<file path="src/rtl/core/mcd_pkg.sv">
// shared types and constants for the millisecond to calendar date converter
// stage boundary structs, reciprocal constants for the divisions, month table
// no dependencies
package mcd_pkg;

  // configuration register index
  localparam logic [1:0] REG_EPOCH = 2'd0;

  // calendar constants
  localparam int unsigned BASE_YEAR     = 2016;
  localparam int unsigned MS_PER_SEC    = 1000;
  localparam int unsigned ROUND_HALF    = 500;
  localparam int unsigned SEC_PER_DAY   = 86400;
  localparam int unsigned SEC_PER_HOUR  = 3600;
  localparam int unsigned SEC_PER_MIN   = 60;
  localparam int unsigned DAYS_PER_YEAR = 365;
  localparam int unsigned DAYS_LEAP     = 366;
  localparam int unsigned DAYS_PER_CYC  = 1461;
  localparam int unsigned DAYS_PER_WEEK = 7;

  // floor reciprocals, estimate may be one low and gets a correction step
  // (ms >> 3) / 125 and (now >> 7) / 675, both scaled by 2^32
  localparam logic [25:0] MS_RECIP  = 26'((64'd1 << 32) / 125);
  localparam logic [22:0] DAY_RECIP = 23'((64'd1 << 32) / 675);

  // ceiling reciprocals, exact over the value ranges used here
  localparam int unsigned HOUR_SHIFT = 29;
  localparam int unsigned CYC_SHIFT  = 27;
  localparam int unsigned WEEK_SHIFT = 19;
  localparam int unsigned MIN_SHIFT  = 18;
  localparam logic [17:0] HOUR_RECIP = 18'(((64'd1 << 29) + 64'd3599) / 3600);
  localparam logic [16:0] CYC_RECIP  = 17'(((64'd1 << 27) + 64'd1460) / 1461);
  localparam logic [16:0] WEEK_RECIP = 17'(((64'd1 << 19) + 64'd6) / 7);
  localparam logic [12:0] MIN_RECIP  = 13'(((64'd1 << 18) + 64'd59) / 60);

  // first day of each month within a common year, zero based
  localparam logic [8:0] MONTH_START [12] = '{
    9'd0, 9'd31, 9'd59, 9'd90, 9'd120, 9'd151,
    9'd181, 9'd212, 9'd243, 9'd273, 9'd304, 9'd334
  };

  // seconds since the base date plus the raw millisecond remainder
  typedef struct packed {
    logic [31:0] now;
    logic [9:0]  ms_rem;
  } mcd_time_t;

  // day count split into four-year cycle, day in cycle, weekday, time of day
  typedef struct packed {
    logic [5:0]  cycle;
    logic [10:0] rem_days;
    logic [2:0]  weekday;
    logic [4:0]  hour;
    logic [11:0] rem_tod;
    logic [9:0]  ms_rem;
  } mcd_split_t;

  // finished result
  typedef struct packed {
    logic [11:0] year;
    logic [3:0]  month;
    logic [4:0]  day_of_month;
    logic [2:0]  weekday;
    logic [4:0]  hour;
    logic [5:0]  minute;
    logic [5:0]  second;
    logic [9:0]  millisecond;
  } mcd_date_t;

endpackage

</file>
<file path="src/rtl/core/millis_to_calendar_date.sv">
// Millisecond uptime to calendar date and time converter, top level.
// Depends on mcd_pkg, mcd_secs, mcd_days and mcd_date.
//
// Usage:
// - s_tvalid/s_tready/s_tdata carry one uptime count in milliseconds per
//   transaction. m_tvalid/m_tready/m_tdata carry one calendar result per
//   input transaction, in the same order.
// - The APB port holds one register, epoch_seconds at address 0: seconds
//   from 2016-01-01 00:00 to uptime zero. Write it only while no
//   transaction is in flight. pready is tied high; reads return the value.
// - Results pass through nine register stages: three for the millisecond
//   split, rounding and epoch add, four for the day count, time of day,
//   cycle and weekday, two for the year, month, day, minute and second.
// - Throughput is one transaction per cycle unless the receiver stalls. Every
//   stage has its own valid bit and a ready chain, so a stalled receiver holds
//   the output stage while bubbles further up keep filling; s_tready falls only
//   once all stages hold data. Nothing is dropped or repeated.
// - Synchronous reset empties the pipeline and clears epoch_seconds to 0.
module millis_to_calendar_date (
  input  logic        clk,
  input  logic        rst,
  // apb configuration port
  input  logic        psel,
  input  logic        penable,
  input  logic        pwrite,
  input  logic [1:0]  paddr,
  input  logic [31:0] pwdata,
  output logic [31:0] prdata,
  output logic        pready,
  // input stream
  input  logic        s_tvalid,
  output logic        s_tready,
  input  logic [31:0] s_tdata,  // [31:0] uptime_ms
  // output stream
  output logic        m_tvalid,
  input  logic        m_tready,
  output logic [55:0] m_tdata   // [11:0] year, [15:12] month, [20:16] day_of_month,
                                // [23:21] weekday, [28:24] hour, [34:29] minute,
                                // [40:35] second, [50:41] millisecond, [55:51] zero
);

  logic [31:0] epoch_seconds;
  logic        cfg_wr;

  logic                time_valid, time_ready;
  mcd_pkg::mcd_time_t  time_data;
  logic                split_valid, split_ready;
  mcd_pkg::mcd_split_t split_data;
  mcd_pkg::mcd_date_t  date_data;

  // configuration register
  assign pready = 1'b1;
  assign cfg_wr = psel && penable && pwrite && pready;

  always_ff @(posedge clk) begin
    if (rst) begin
      epoch_seconds <= 32'd0;
    end else if (cfg_wr && paddr == mcd_pkg::REG_EPOCH) begin
      epoch_seconds <= pwdata;
    end
  end

  assign prdata = (paddr == mcd_pkg::REG_EPOCH) ? epoch_seconds : 32'd0;

  // pipeline sections
  mcd_secs u_secs (
    .clk           (clk),
    .rst           (rst),
    .epoch_seconds (epoch_seconds),
    .in_valid      (s_tvalid),
    .in_ready      (s_tready),
    .in_ms         (s_tdata),
    .out_valid     (time_valid),
    .out_ready     (time_ready),
    .out_data      (time_data)
  );

  mcd_days u_days (
    .clk       (clk),
    .rst       (rst),
    .in_valid  (time_valid),
    .in_ready  (time_ready),
    .in_data   (time_data),
    .out_valid (split_valid),
    .out_ready (split_ready),
    .out_data  (split_data)
  );

  mcd_date u_date (
    .clk       (clk),
    .rst       (rst),
    .in_valid  (split_valid),
    .in_ready  (split_ready),
    .in_data   (split_data),
    .out_valid (m_tvalid),
    .out_ready (m_tready),
    .out_data  (date_data)
  );

  // output packing, first field lowest
  assign m_tdata = {5'd0, date_data.millisecond, date_data.second, date_data.minute,
                    date_data.hour, date_data.weekday, date_data.day_of_month,
                    date_data.month, date_data.year};

  // reset empties the output stage
  a_reset_empty: assert property (@(posedge clk) rst |=> !m_tvalid)
    else $error("output valid after reset");

  // input only backs up when the output stage is full and stalled
  a_backpressure: assert property (@(posedge clk) disable iff (rst)
    !s_tready |-> (m_tvalid && !m_tready))
    else $error("input stalled while output could move");

  // epoch write lands in the register
  a_cfg_write: assert property (@(posedge clk) disable iff (rst)
    (cfg_wr && paddr == mcd_pkg::REG_EPOCH) |=> (epoch_seconds == $past(pwdata)))
    else $error("epoch write lost");

  // corrected divisions keep every field in range
  a_fields_range: assert property (@(posedge clk) disable iff (rst)
    m_tvalid |-> (date_data.month >= 4'd1 && date_data.month <= 4'd12 &&
                  date_data.day_of_month >= 5'd1 && date_data.weekday <= 3'd6 &&
                  date_data.hour <= 5'd23 && date_data.minute <= 6'd59 &&
                  date_data.second <= 6'd59 && date_data.millisecond <= 10'd999))
    else $error("result field out of range");

endmodule

</file>
<file path="src/rtl/core/mcd_secs.sv">
// three stages: split uptime into seconds and milliseconds, round, add epoch
// depends on mcd_pkg
module mcd_secs (
  input  logic                clk,
  input  logic                rst,
  input  logic [31:0]         epoch_seconds,
  input  logic                in_valid,
  output logic                in_ready,
  input  logic [31:0]         in_ms,
  output logic                out_valid,
  input  logic                out_ready,
  output mcd_pkg::mcd_time_t  out_data
);

  logic v1, v2, v3;
  logic adv1, adv2, adv3;

  logic [22:0] s1_q;
  logic [31:0] s1_ms;
  logic [22:0] s2_q;
  logic [9:0]  s2_rem;
  mcd_pkg::mcd_time_t s3;

  logic [54:0] prod1;
  logic [32:0] prod2;
  logic [10:0] rem_est;
  logic [22:0] q_fix;
  logic [9:0]  rem_fix;
  logic [22:0] secs;

  // stage advance chain
  assign adv3     = !v3 || out_ready;
  assign adv2     = !v2 || adv3;
  assign adv1     = !v1 || adv2;
  assign in_ready = adv1;

  always_ff @(posedge clk) begin
    if (rst) begin
      v1 <= 1'b0;
      v2 <= 1'b0;
      v3 <= 1'b0;
    end else begin
      if (adv1) v1 <= in_valid;
      if (adv2) v2 <= v1;
      if (adv3) v3 <= v2;
    end
  end

  // stage 1: quotient estimate of ms / 1000
  assign prod1 = 55'(in_ms[31:3]) * 55'(mcd_pkg::MS_RECIP);

  always_ff @(posedge clk) begin
    if (adv1) begin
      s1_q  <= prod1[54:32];
      s1_ms <= in_ms;
    end
  end

  // stage 2: remainder and one-step correction
  always_comb begin
    prod2   = 33'(s1_q) * 33'(mcd_pkg::MS_PER_SEC);
    rem_est = s1_ms[10:0] - prod2[10:0];
    if (rem_est >= 11'(mcd_pkg::MS_PER_SEC)) begin
      q_fix   = s1_q + 23'd1;
      rem_fix = 10'(rem_est - 11'(mcd_pkg::MS_PER_SEC));
    end else begin
      q_fix   = s1_q;
      rem_fix = rem_est[9:0];
    end
  end

  always_ff @(posedge clk) begin
    if (adv2) begin
      s2_q   <= q_fix;
      s2_rem <= rem_fix;
    end
  end

  // stage 3: round half up and add the epoch offset, wrapping
  assign secs = s2_q + 23'(s2_rem >= 10'(mcd_pkg::ROUND_HALF));

  always_ff @(posedge clk) begin
    if (adv3) begin
      s3.now    <= epoch_seconds + 32'(secs);
      s3.ms_rem <= s2_rem;
    end
  end

  assign out_valid = v3;
  assign out_data  = s3;

endmodule

</file>
<file path="src/rtl/core/mcd_days.sv">
// four stages: seconds into day count and time of day, then cycle and weekday
// depends on mcd_pkg
module mcd_days (
  input  logic                clk,
  input  logic                rst,
  input  logic                in_valid,
  output logic                in_ready,
  input  mcd_pkg::mcd_time_t  in_data,
  output logic                out_valid,
  input  logic                out_ready,
  output mcd_pkg::mcd_split_t out_data
);

  logic v4, v5, v6, v7;
  logic adv4, adv5, adv6, adv7;

  logic [31:0] s4_now;
  logic [15:0] s4_d;
  logic [9:0]  s4_ms;
  logic [15:0] s5_days;
  logic [16:0] s5_tod;
  logic [9:0]  s5_ms;
  logic [15:0] s6_days;
  logic [16:0] s6_tod;
  logic [4:0]  s6_hour;
  logic [5:0]  s6_cycle;
  logic [12:0] s6_q7;
  logic [9:0]  s6_ms;
  mcd_pkg::mcd_split_t s7;

  logic [47:0] prod4;
  logic [32:0] prod5;
  logic [17:0] tod_est;
  logic [15:0] days_fix;
  logic [16:0] tod_fix;
  logic [34:0] hour_p;
  logic [32:0] cyc_p;
  logic [32:0] wk_p;
  logic [16:0] hour_sec;
  logic [16:0] cyc_day;
  logic [15:0] wk_day;

  // stage advance chain
  assign adv7     = !v7 || out_ready;
  assign adv6     = !v6 || adv7;
  assign adv5     = !v5 || adv6;
  assign adv4     = !v4 || adv5;
  assign in_ready = adv4;

  always_ff @(posedge clk) begin
    if (rst) begin
      v4 <= 1'b0;
      v5 <= 1'b0;
      v6 <= 1'b0;
      v7 <= 1'b0;
    end else begin
      if (adv4) v4 <= in_valid;
      if (adv5) v5 <= v4;
      if (adv6) v6 <= v5;
      if (adv7) v7 <= v6;
    end
  end

  // stage 4: day count estimate of now / 86400
  assign prod4 = 48'(in_data.now[31:7]) * 48'(mcd_pkg::DAY_RECIP);

  always_ff @(posedge clk) begin
    if (adv4) begin
      s4_now <= in_data.now;
      s4_d   <= prod4[47:32];
      s4_ms  <= in_data.ms_rem;
    end
  end

  // stage 5: time of day and one-step correction
  always_comb begin
    prod5   = 33'(s4_d) * 33'(mcd_pkg::SEC_PER_DAY);
    tod_est = s4_now[17:0] - prod5[17:0];
    if (tod_est >= 18'(mcd_pkg::SEC_PER_DAY)) begin
      days_fix = s4_d + 16'd1;
      tod_fix  = 17'(tod_est - 18'(mcd_pkg::SEC_PER_DAY));
    end else begin
      days_fix = s4_d;
      tod_fix  = tod_est[16:0];
    end
  end

  always_ff @(posedge clk) begin
    if (adv5) begin
      s5_days <= days_fix;
      s5_tod  <= tod_fix;
      s5_ms   <= s4_ms;
    end
  end

  // stage 6: hour, four-year cycle and week count by exact reciprocals
  assign hour_p = 35'(s5_tod) * 35'(mcd_pkg::HOUR_RECIP);
  assign cyc_p  = 33'(s5_days) * 33'(mcd_pkg::CYC_RECIP);
  assign wk_p   = 33'(s5_days) * 33'(mcd_pkg::WEEK_RECIP);

  always_ff @(posedge clk) begin
    if (adv6) begin
      s6_days  <= s5_days;
      s6_tod   <= s5_tod;
      s6_hour  <= hour_p[mcd_pkg::HOUR_SHIFT +: 5];
      s6_cycle <= cyc_p[mcd_pkg::CYC_SHIFT +: 6];
      s6_q7    <= wk_p[mcd_pkg::WEEK_SHIFT +: 13];
      s6_ms    <= s5_ms;
    end
  end

  // stage 7: remainders of the three divisions
  assign hour_sec = 17'(s6_hour) * 17'(mcd_pkg::SEC_PER_HOUR);
  assign cyc_day  = 17'(s6_cycle) * 17'(mcd_pkg::DAYS_PER_CYC);
  assign wk_day   = 16'(s6_q7) * 16'(mcd_pkg::DAYS_PER_WEEK);

  always_ff @(posedge clk) begin
    if (adv7) begin
      s7.cycle    <= s6_cycle;
      s7.rem_days <= s6_days[10:0] - cyc_day[10:0];
      s7.weekday  <= s6_days[2:0] - wk_day[2:0];
      s7.hour     <= s6_hour;
      s7.rem_tod  <= s6_tod[11:0] - hour_sec[11:0];
      s7.ms_rem   <= s6_ms;
    end
  end

  assign out_valid = v7;
  assign out_data  = s7;

endmodule

</file>
<file path="src/rtl/core/mcd_date.sv">
// two stages: year and day of year, minute, then month, day and second
// depends on mcd_pkg; the last stage is the block's output register
module mcd_date (
  input  logic                clk,
  input  logic                rst,
  input  logic                in_valid,
  output logic                in_ready,
  input  mcd_pkg::mcd_split_t in_data,
  output logic                out_valid,
  input  logic                out_ready,
  output mcd_pkg::mcd_date_t  out_data
);

  logic v8, v9;
  logic adv8, adv9;

  logic [5:0]  s8_minute;
  logic [11:0] s8_rem_tod;
  logic [4:0]  s8_hour;
  logic [1:0]  s8_yoff;
  logic [8:0]  s8_doy;
  logic        s8_leap;
  logic [5:0]  s8_cycle;
  logic [2:0]  s8_weekday;
  logic [9:0]  s8_ms;
  mcd_pkg::mcd_date_t s9;

  logic [24:0] min_p;
  logic [10:0] t_days;
  logic [10:0] doy_wide;
  logic [1:0]  yoff;
  logic [8:0]  doy;
  logic        leap;
  logic [11:0] min_sec;
  logic [3:0]  mon_idx;
  logic [8:0]  mon_start;
  logic [8:0]  start_m;

  // stage advance chain
  assign adv9     = !v9 || out_ready;
  assign adv8     = !v8 || adv9;
  assign in_ready = adv8;

  always_ff @(posedge clk) begin
    if (rst) begin
      v8 <= 1'b0;
      v9 <= 1'b0;
    end else begin
      if (adv8) v8 <= in_valid;
      if (adv9) v9 <= v8;
    end
  end

  // stage 8: minute, and year within the cycle with the leap year first
  assign min_p  = 25'(in_data.rem_tod) * 25'(mcd_pkg::MIN_RECIP);
  assign t_days = in_data.rem_days - 11'(mcd_pkg::DAYS_LEAP);

  always_comb begin
    doy_wide = t_days;
    if (in_data.rem_days < 11'(mcd_pkg::DAYS_LEAP)) begin
      yoff     = 2'd0;
      doy_wide = in_data.rem_days;
      leap     = 1'b1;
    end else if (t_days < 11'(mcd_pkg::DAYS_PER_YEAR)) begin
      yoff = 2'd1;
      leap = 1'b0;
    end else if (t_days < 11'(2 * mcd_pkg::DAYS_PER_YEAR)) begin
      yoff     = 2'd2;
      doy_wide = t_days - 11'(mcd_pkg::DAYS_PER_YEAR);
      leap     = 1'b0;
    end else begin
      yoff     = 2'd3;
      doy_wide = t_days - 11'(2 * mcd_pkg::DAYS_PER_YEAR);
      leap     = 1'b0;
    end
    doy = doy_wide[8:0];
  end

  always_ff @(posedge clk) begin
    if (adv8) begin
      s8_minute  <= min_p[mcd_pkg::MIN_SHIFT +: 6];
      s8_rem_tod <= in_data.rem_tod;
      s8_hour    <= in_data.hour;
      s8_yoff    <= yoff;
      s8_doy     <= doy;
      s8_leap    <= leap;
      s8_cycle   <= in_data.cycle;
      s8_weekday <= in_data.weekday;
      s8_ms      <= in_data.ms_rem;
    end
  end

  // stage 9: month by parallel compares against the month start table
  always_comb begin
    mon_idx   = 4'd0;
    mon_start = 9'd0;
    for (int m = 1; m < 12; m++) begin
      start_m = mcd_pkg::MONTH_START[m] + 9'(s8_leap && (m >= 2));
      if (s8_doy >= start_m) begin
        mon_idx   = 4'(m);
        mon_start = start_m;
      end
    end
  end

  assign min_sec = 12'(s8_minute) * 12'(mcd_pkg::SEC_PER_MIN);

  always_ff @(posedge clk) begin
    if (adv9) begin
      s9.year         <= 12'(mcd_pkg::BASE_YEAR) + {4'd0, s8_cycle, 2'b00} + 12'(s8_yoff);
      s9.month        <= mon_idx + 4'd1;
      s9.day_of_month <= 5'(s8_doy - mon_start) + 5'd1;
      s9.weekday      <= s8_weekday;
      s9.hour         <= s8_hour;
      s9.minute       <= s8_minute;
      s9.second       <= s8_rem_tod[5:0] - min_sec[5:0];
      s9.millisecond  <= s8_ms;
    end
  end

  assign out_valid = v9;
  assign out_data  = s9;

endmodule

</file>
<file path="config.mk">
export PLATFORM = sky130hd
export DESIGN_NAME = millis_to_calendar_date
export DESIGN_NICKNAME = d
export VERILOG_FILES = /design/src/rtl/core/mcd_pkg.sv /design/src/rtl/core/millis_to_calendar_date.sv /design/src/rtl/core/mcd_secs.sv /design/src/rtl/core/mcd_days.sv /design/src/rtl/core/mcd_date.sv
export SDC_FILE = /design/constraint.sdc
export NUM_CORES = 2
export LEC_CHECK = 0
export BUFFER_PORTS_ARGS = -buffer_cell sky130_fd_sc_hd__buf_4
export CAP_MARGIN = 20
export CORE_MARGIN = 2
export CORE_UTILIZATION = 60
export CTS_CLUSTER_SIZE = 28
export DETAILED_ROUTE_END_ITERATION = 10
export GPL_TIMING_DRIVEN = 1
export PLACE_DENSITY = 0.79
export SKIP_LAST_GASP = 1
export SLEW_MARGIN = 5
export SYNTH_ARGS = -nofsm -noshare
export SYNTH_HDL_FRONTEND = slang
export SYNTH_SLANG_ARGS = --single-unit
</file>
<file path="constraint.sdc">
create_clock -name clk -period 17.9 [get_ports clk]
set_input_delay 0 -clock clk [delete_from_list [all_inputs] [get_ports clk]]
set_output_delay 0 -clock clk [all_outputs]
set_load 0.05 [all_outputs]
</file>
**Word level (Yosys, flattened, before mapping)**

Cells that the tools add are included.

- Add/subtract/negate cells: 30
- Multipliers: 12
- Order comparisons: 17
- Muxes and demuxes: 33
- Reductions and logical operators: 23

Operators with widths:

| operator | number |
|---|---|
| $ge A9 B9 Y1 | 7 |
| $mux W5 | 11 |
| $mul A29 B25 Y54 const B | 1 |
| $mul A25 B22 Y47 const B | 1 |
| $add A8 B1 Y9 const A | 4 |
| $mul A17 B18 Y34 const B | 1 |
| $add A32 B23 Y32 | 1 |
| $mul A16 B17 Y32 const B | 1 |
| $mux W32 | 1 |
| $mul A16 B15 Y31 const B | 1 |
| $add A9 B1 Y9 const A | 3 |
| $mux W9 | 3 |
| $add A23 B1 Y23 | 1 |
| $add A23 B1 Y23 const B | 1 |
| $mul A12 B12 Y23 const B | 1 |
| $mul A23 B7 Y8 const B | 1 |
| $mux W23 | 1 |
| $lt A11 B9 Y1 const B | 2 |
| $sub A11 B11 Y11 | 2 |
| $ge A18 B17 Y1 const B | 1 |
| $ge A9 B8 Y1 | 2 |
| $sub A18 B18 Y18 | 1 |
| $mux W17 | 1 |
| $sub A17 B17 Y17 const B | 1 |
| 36 further kinds | 65 |

- Flip-flop bits (word level): 440
- Output and inout bits: 91

**Logic depth before layout (Yosys ltp)**

- Depth in word-level cells: 14
- Depth in mapped cells: 25
- Gate-level depth less buffers: 25

**Cells and area by module**

A second synthesis with hierarchy kept.

- Cell total of the unflattened synthesis: 4679
- Area, all modules: 52081.2 um^2

Modules (own cells, without submodules):

| module | times used | cells each | area an instance (um^2) | seq. area each (um^2) |
|---|---|---|---|---|
| mcd_days | 1 | 2388 | 27112.3 | 5515.3 |
| mcd_secs | 1 | 1547 | 16806.1 | 3333.2 |
| mcd_date | 1 | 560 | 6411.1 | 2982.9 |
| millis_to_calendar_date | 1 | 184 | 1751.7 | 640.6 |

**Worst setup path before layout**

No wires, ideal clock.

- Path kind: flip-flop to flip-flop
- Start point: reg u_secs.s3, in the netlist u_secs.out_data[28]
- End point: reg u_days.s4_d[15], data pin
- Setup time: 0.259 ns
- Arrival: 5.997 ns
- Path slack: 11.644 ns
- Cell stages (with the launch flop): 22
- Clock period less this slack: 6.256 ns
- Cell sequence: edfxtp_1 -> fa_1 -> ha_1 -> inv_1 -> fa_1 -> inv_1 -> fa_1 -> fa_1 -> fa_1 -> ha_1 -> ha_1 -> a211oi_1 -> o21bai_1 -> a41oi_1 -> nand2_1 -> o311ai_0 -> a21boi_0 -> o21ai_0 -> a21oi_1 -> a41oi_1 -> nor2_1 -> a211o_1

- Cells in the longest elaborated chain, start to end: 1

RTL lines:

| element | line | source |
|---|---|---|
| start: declaration | mcd_secs.sv:22 | `mcd_pkg::mcd_time_t s3;` |
| $mul A25 B22 Y47 | mcd_days.sv:65 | `assign prod4 = 48'(in_data.now[31:7]) * 48'(mcd_pkg::DAY_RECIP);` |
| named net u_days.prod4[47] | mcd_days.sv:31 | `logic [47:0] prod4;` |
| end signal: assignment | mcd_days.sv:70 | `s4_d <= prod4[47:32];` |
| end: declaration | mcd_days.sv:18 | `logic [15:0] s4_d;` |

The timed path passes the listed nets, and every way through them passes these cells.
A chain may end at the register's enable or synchronous reset.

**Worst setup path in the final report**

- Start point: reg u_secs.s3, in the netlist u_secs.out_data[24]
- End point: reg u_days.s4_d[15], data pin

The elaborated chain is that of the path after synthesis.

==> flow_summary.json <==
{
  "synth-edff-count": 388,
  "postCtsSetupBuffers": 0,
  "max-clock-path-buffers": 3,
  "die_area_um2": 87900,
  "synth-async-reset-ratio": 0,
  "cp.required_ps": 18280,
  "hold-path-cell-count": 4,
  "viasPerCell": 5.43,
  "ios": 164,
  "clk_pin_slew_ps": 60,
  "fmax_mhz": 142,
  "ys_seq_area_frac": 0.243,
  "cts_buffers": 49,
  "fillerInstances": 6088,
  "clock_latency_ps": 620,
  "outcome": "finished, final reports clean",
  "ys.flop_type": "edfxtp_1",
  "hp-class": "in -> reg",
  "setup_viol": 0,
  "grt_pass1_vias": 35200,
  "gp_congestion": 0.962,
  "synth_seq_cells": 429,
  "start_util": 0.604,
  "cp_data_arrival_time_ps": 7430,
  "cts-root-buf": "clkbuf_16",
  "first_pass_iters": 8,
  "drtIter0Drc": 1921,
  "r2r_cells": 19,
  "synth_cell_types": 70,
  "coreArea_um2": 85000,
  "post-route-period-util": 0.394,
  "synth_xor_area_frac": 0.0469,
  "drive_above_1_share": 0.0542,
  "clkSinkCount": 429,
  "synthMuxAreaShare": 0.00144,
  "fin_ws_ps": 10850,
  "numPortBuffers": 157,
  "grt_max_degree": 51,
  "overflow": 0,
  "layout-area-overhead-vs-synth_pct": 9.56,
  "grt_pass1_wl_um": 179000,
  "cts-resized-gates": 0,
  "cts_tree": "built",
  "antenna_found_initial": 2,
  "path_max_fanout": 10,
  "post-route-min-period_ps": 7050,
  "synth_top_family_by_area": "adder cells",
  "grt_usage": 0.261,
  "cap_violations": 0,
  "num_rows": 107,
  "route.detailed.drc": 0,
  "ys_warn_count": 0,
  "htreeDepth": 2,
  "end_kind": "flip-flop",
  "die_h_um": 296,
  "synthSimpleGateAreaFrac": 0.0549,
  "multi_input_area_um2": 34500,
  "dp_slack_ps": 10950,
  "worstMarginPinSlew_ps": 1100,
  "syn-instance-count": 4667,
  "vias": 33200,
  "startpoint_type": "flip-flop",
  "drv_slew": 0,
  "slew-limit-headroom": 0.269,
  "syn_area_per_cell_um2": 11.0,
  "finalHoldViolCount": 0,
  "rsz0062_at_grt": "no",
  "wl_per_cell_um": 18.0,
  "tns_ps": 0,
  "routed_wl_um": 110000,
  "dp.final_hpwl_um": 88800,
  "fin_nets": 6711,
  "dieWidth_um": 296,
  "skew_ps": 47.8,
  "critical_path_class": "reg -> reg",
  "synthAdderAreaFrac": 0.505,
  "synth_compound_area_frac": 0.0626,
  "syn_area_um2": 51300,
  "ant_nets": 0,
  "final_util": 0.661,
  "ff_latch_area_um2": 12500
}
stage by stage:
step | cell area (um2) | hold WS [ps] | std cells
after CTS | 56200 | 18.9 | 6103
final | 56200 | 53.7 | 6106
after global placement | 53800 | 179 | 5936
after detailed placement | 53800 | 180 | 5936
after global routing | 56200 | 69.1 | 6106
after floorplan | 51300 | 98.9 | 4671
worst max-delay path, stage by stage (launching register included):
cell	delay [ps]
edfxtp_1	710
ha_1	350
ha_1	310
fa_1	500
fa_1	540
fa_1	530
fa_1	510
ha_1	310
ha_1	340
nand4_1	260
o21ai_0	150
o221ai_1	310
nand2_1	120
o311ai_0	490
a21boi_0	200
o21ai_0	290
a21oi_1	170
a41oi_1	400
nor2_1	90
a211o_1	240
layout by cell type (no fill, tap or decap), drive strengths merged, types with 6 or more instances in the layout:
cell type,netlist,layout
a211o,6,6
a211oi,14,14
a21boi,10,10
a21o,78,78
a21oi,163,163
a31oi,17,17
a41o,6,6
and2,45,45
and3,26,26
and4,10,10
buf,9,165
clkbuf,33,54
clkinv,0,22
conb,2,6
dfxtp,41,41
dlygate4sd3,0,80
edfxtp,388,388
fa,598,598
ha,1115,1115
inv,1126,1133
nand2,169,169
nand2b,21,21
nand3,47,47
nand4,28,28
nor2,122,122
nor2b,25,25
nor3,36,36
nor4,16,16
o2111ai,9,9
o211ai,6,6
o21a,28,28
o21ai,92,92
o21bai,22,22
o31ai,7,7
or2,6,6
or3,10,10
xnor2,163,163
xor2,112,112
sequential cells by signal, summed over array words and instances, names as in the netlist, 9 cells and up:
signal           flops
epoch_seconds       32
u_days.s5_ms        10
u_days.s4_ms        10
u_secs.out_data     42
u_days.s6_days      11
u_days.s5_tod       17
u_days.s5_days      16
u_secs.s1_ms        11
u_date.s8_doy        9
u_days.out_data     47
u_date.out_data     50
u_secs.s1_q         23
u_secs.s2_q         23
u_days.s6_ms        10
u_days.s6_tod       12
u_date.s8_ms        10
u_days.s4_now       18
u_secs.s2_rem       10
u_days.s4_d         16
cell type report:
type,count,share of cell area
antenna,1,0.0000445
clock buffer,54,0.0227
clock inverter,33,0.00503
inverter,1126,0.0752
multi-input combinational,3074,0.613
sequential,429,0.222
tap,1144,0.0255
timing repair buffer,245,0.0367
Yosys cell counts, types with 33 or more instances:
library cell,instances,share of area
edfxtp_1,388,0.23
xor2_1,112,0.019
a21o_1,78,0.011
nand3_1,47,0.0046
dfxtp_1,41,0.016
a21oi_1,163,0.016
nor2_1,122,0.0089
fa_1,598,0.23
nand2_1,168,0.012
and2_1,45,0.0055
o21ai_0,88,0.0086
ha_1,1115,0.27
clkbuf_1,33,0.0024
xnor2_1,163,0.028
nor3_1,36,0.0035
inv_1,1126,0.082
logic make-up (layout without fill, tap and decap cells):
kind of cell / count (synthesis) / in the layout
AO/OA/AOI/OAI: 498 / 498
XOR/XNOR: 275 / 275
adder cells (fa/ha/maj): 1713 / 1713
buffers and inverters: 1168 / 1458
flip-flops: 429 / 429
multiplexers: 7 / 7
other: 2 / 7
AND/OR/NAND/NOR: 575 / 575
timing repair:
item                                   CTS  global route
setup endpoints to repair                0             0
hold buffers                            80             0
endpoints found under the hold margin   53             0
worst paths after layout:
kind | start | to | slack [ps]
min reg2reg | u_days.s6_ms[5] | u_days.out_data[5] | 420
min | s_tdata[30] | u_secs.s1_q[21] | 50
max | u_secs.out_data[24] | u_days.s4_d[15] | 10850
max reg2reg | u_secs.out_data[24] | u_days.s4_d[15] | 10850
per-layer routing:
layer  wire (um)  vias to the layer above  GRT usage
li1            -                    15800          -
met1       45300                    16200      0.331
met2       53400                      916      0.448
met3        6830                      222     0.0471
met4        4130                        4     0.0926
met5         110                        -    0.00831
Power is not shown: default switching activity piles up to over one toggle a cycle in this logic, so the estimate is an artifact.
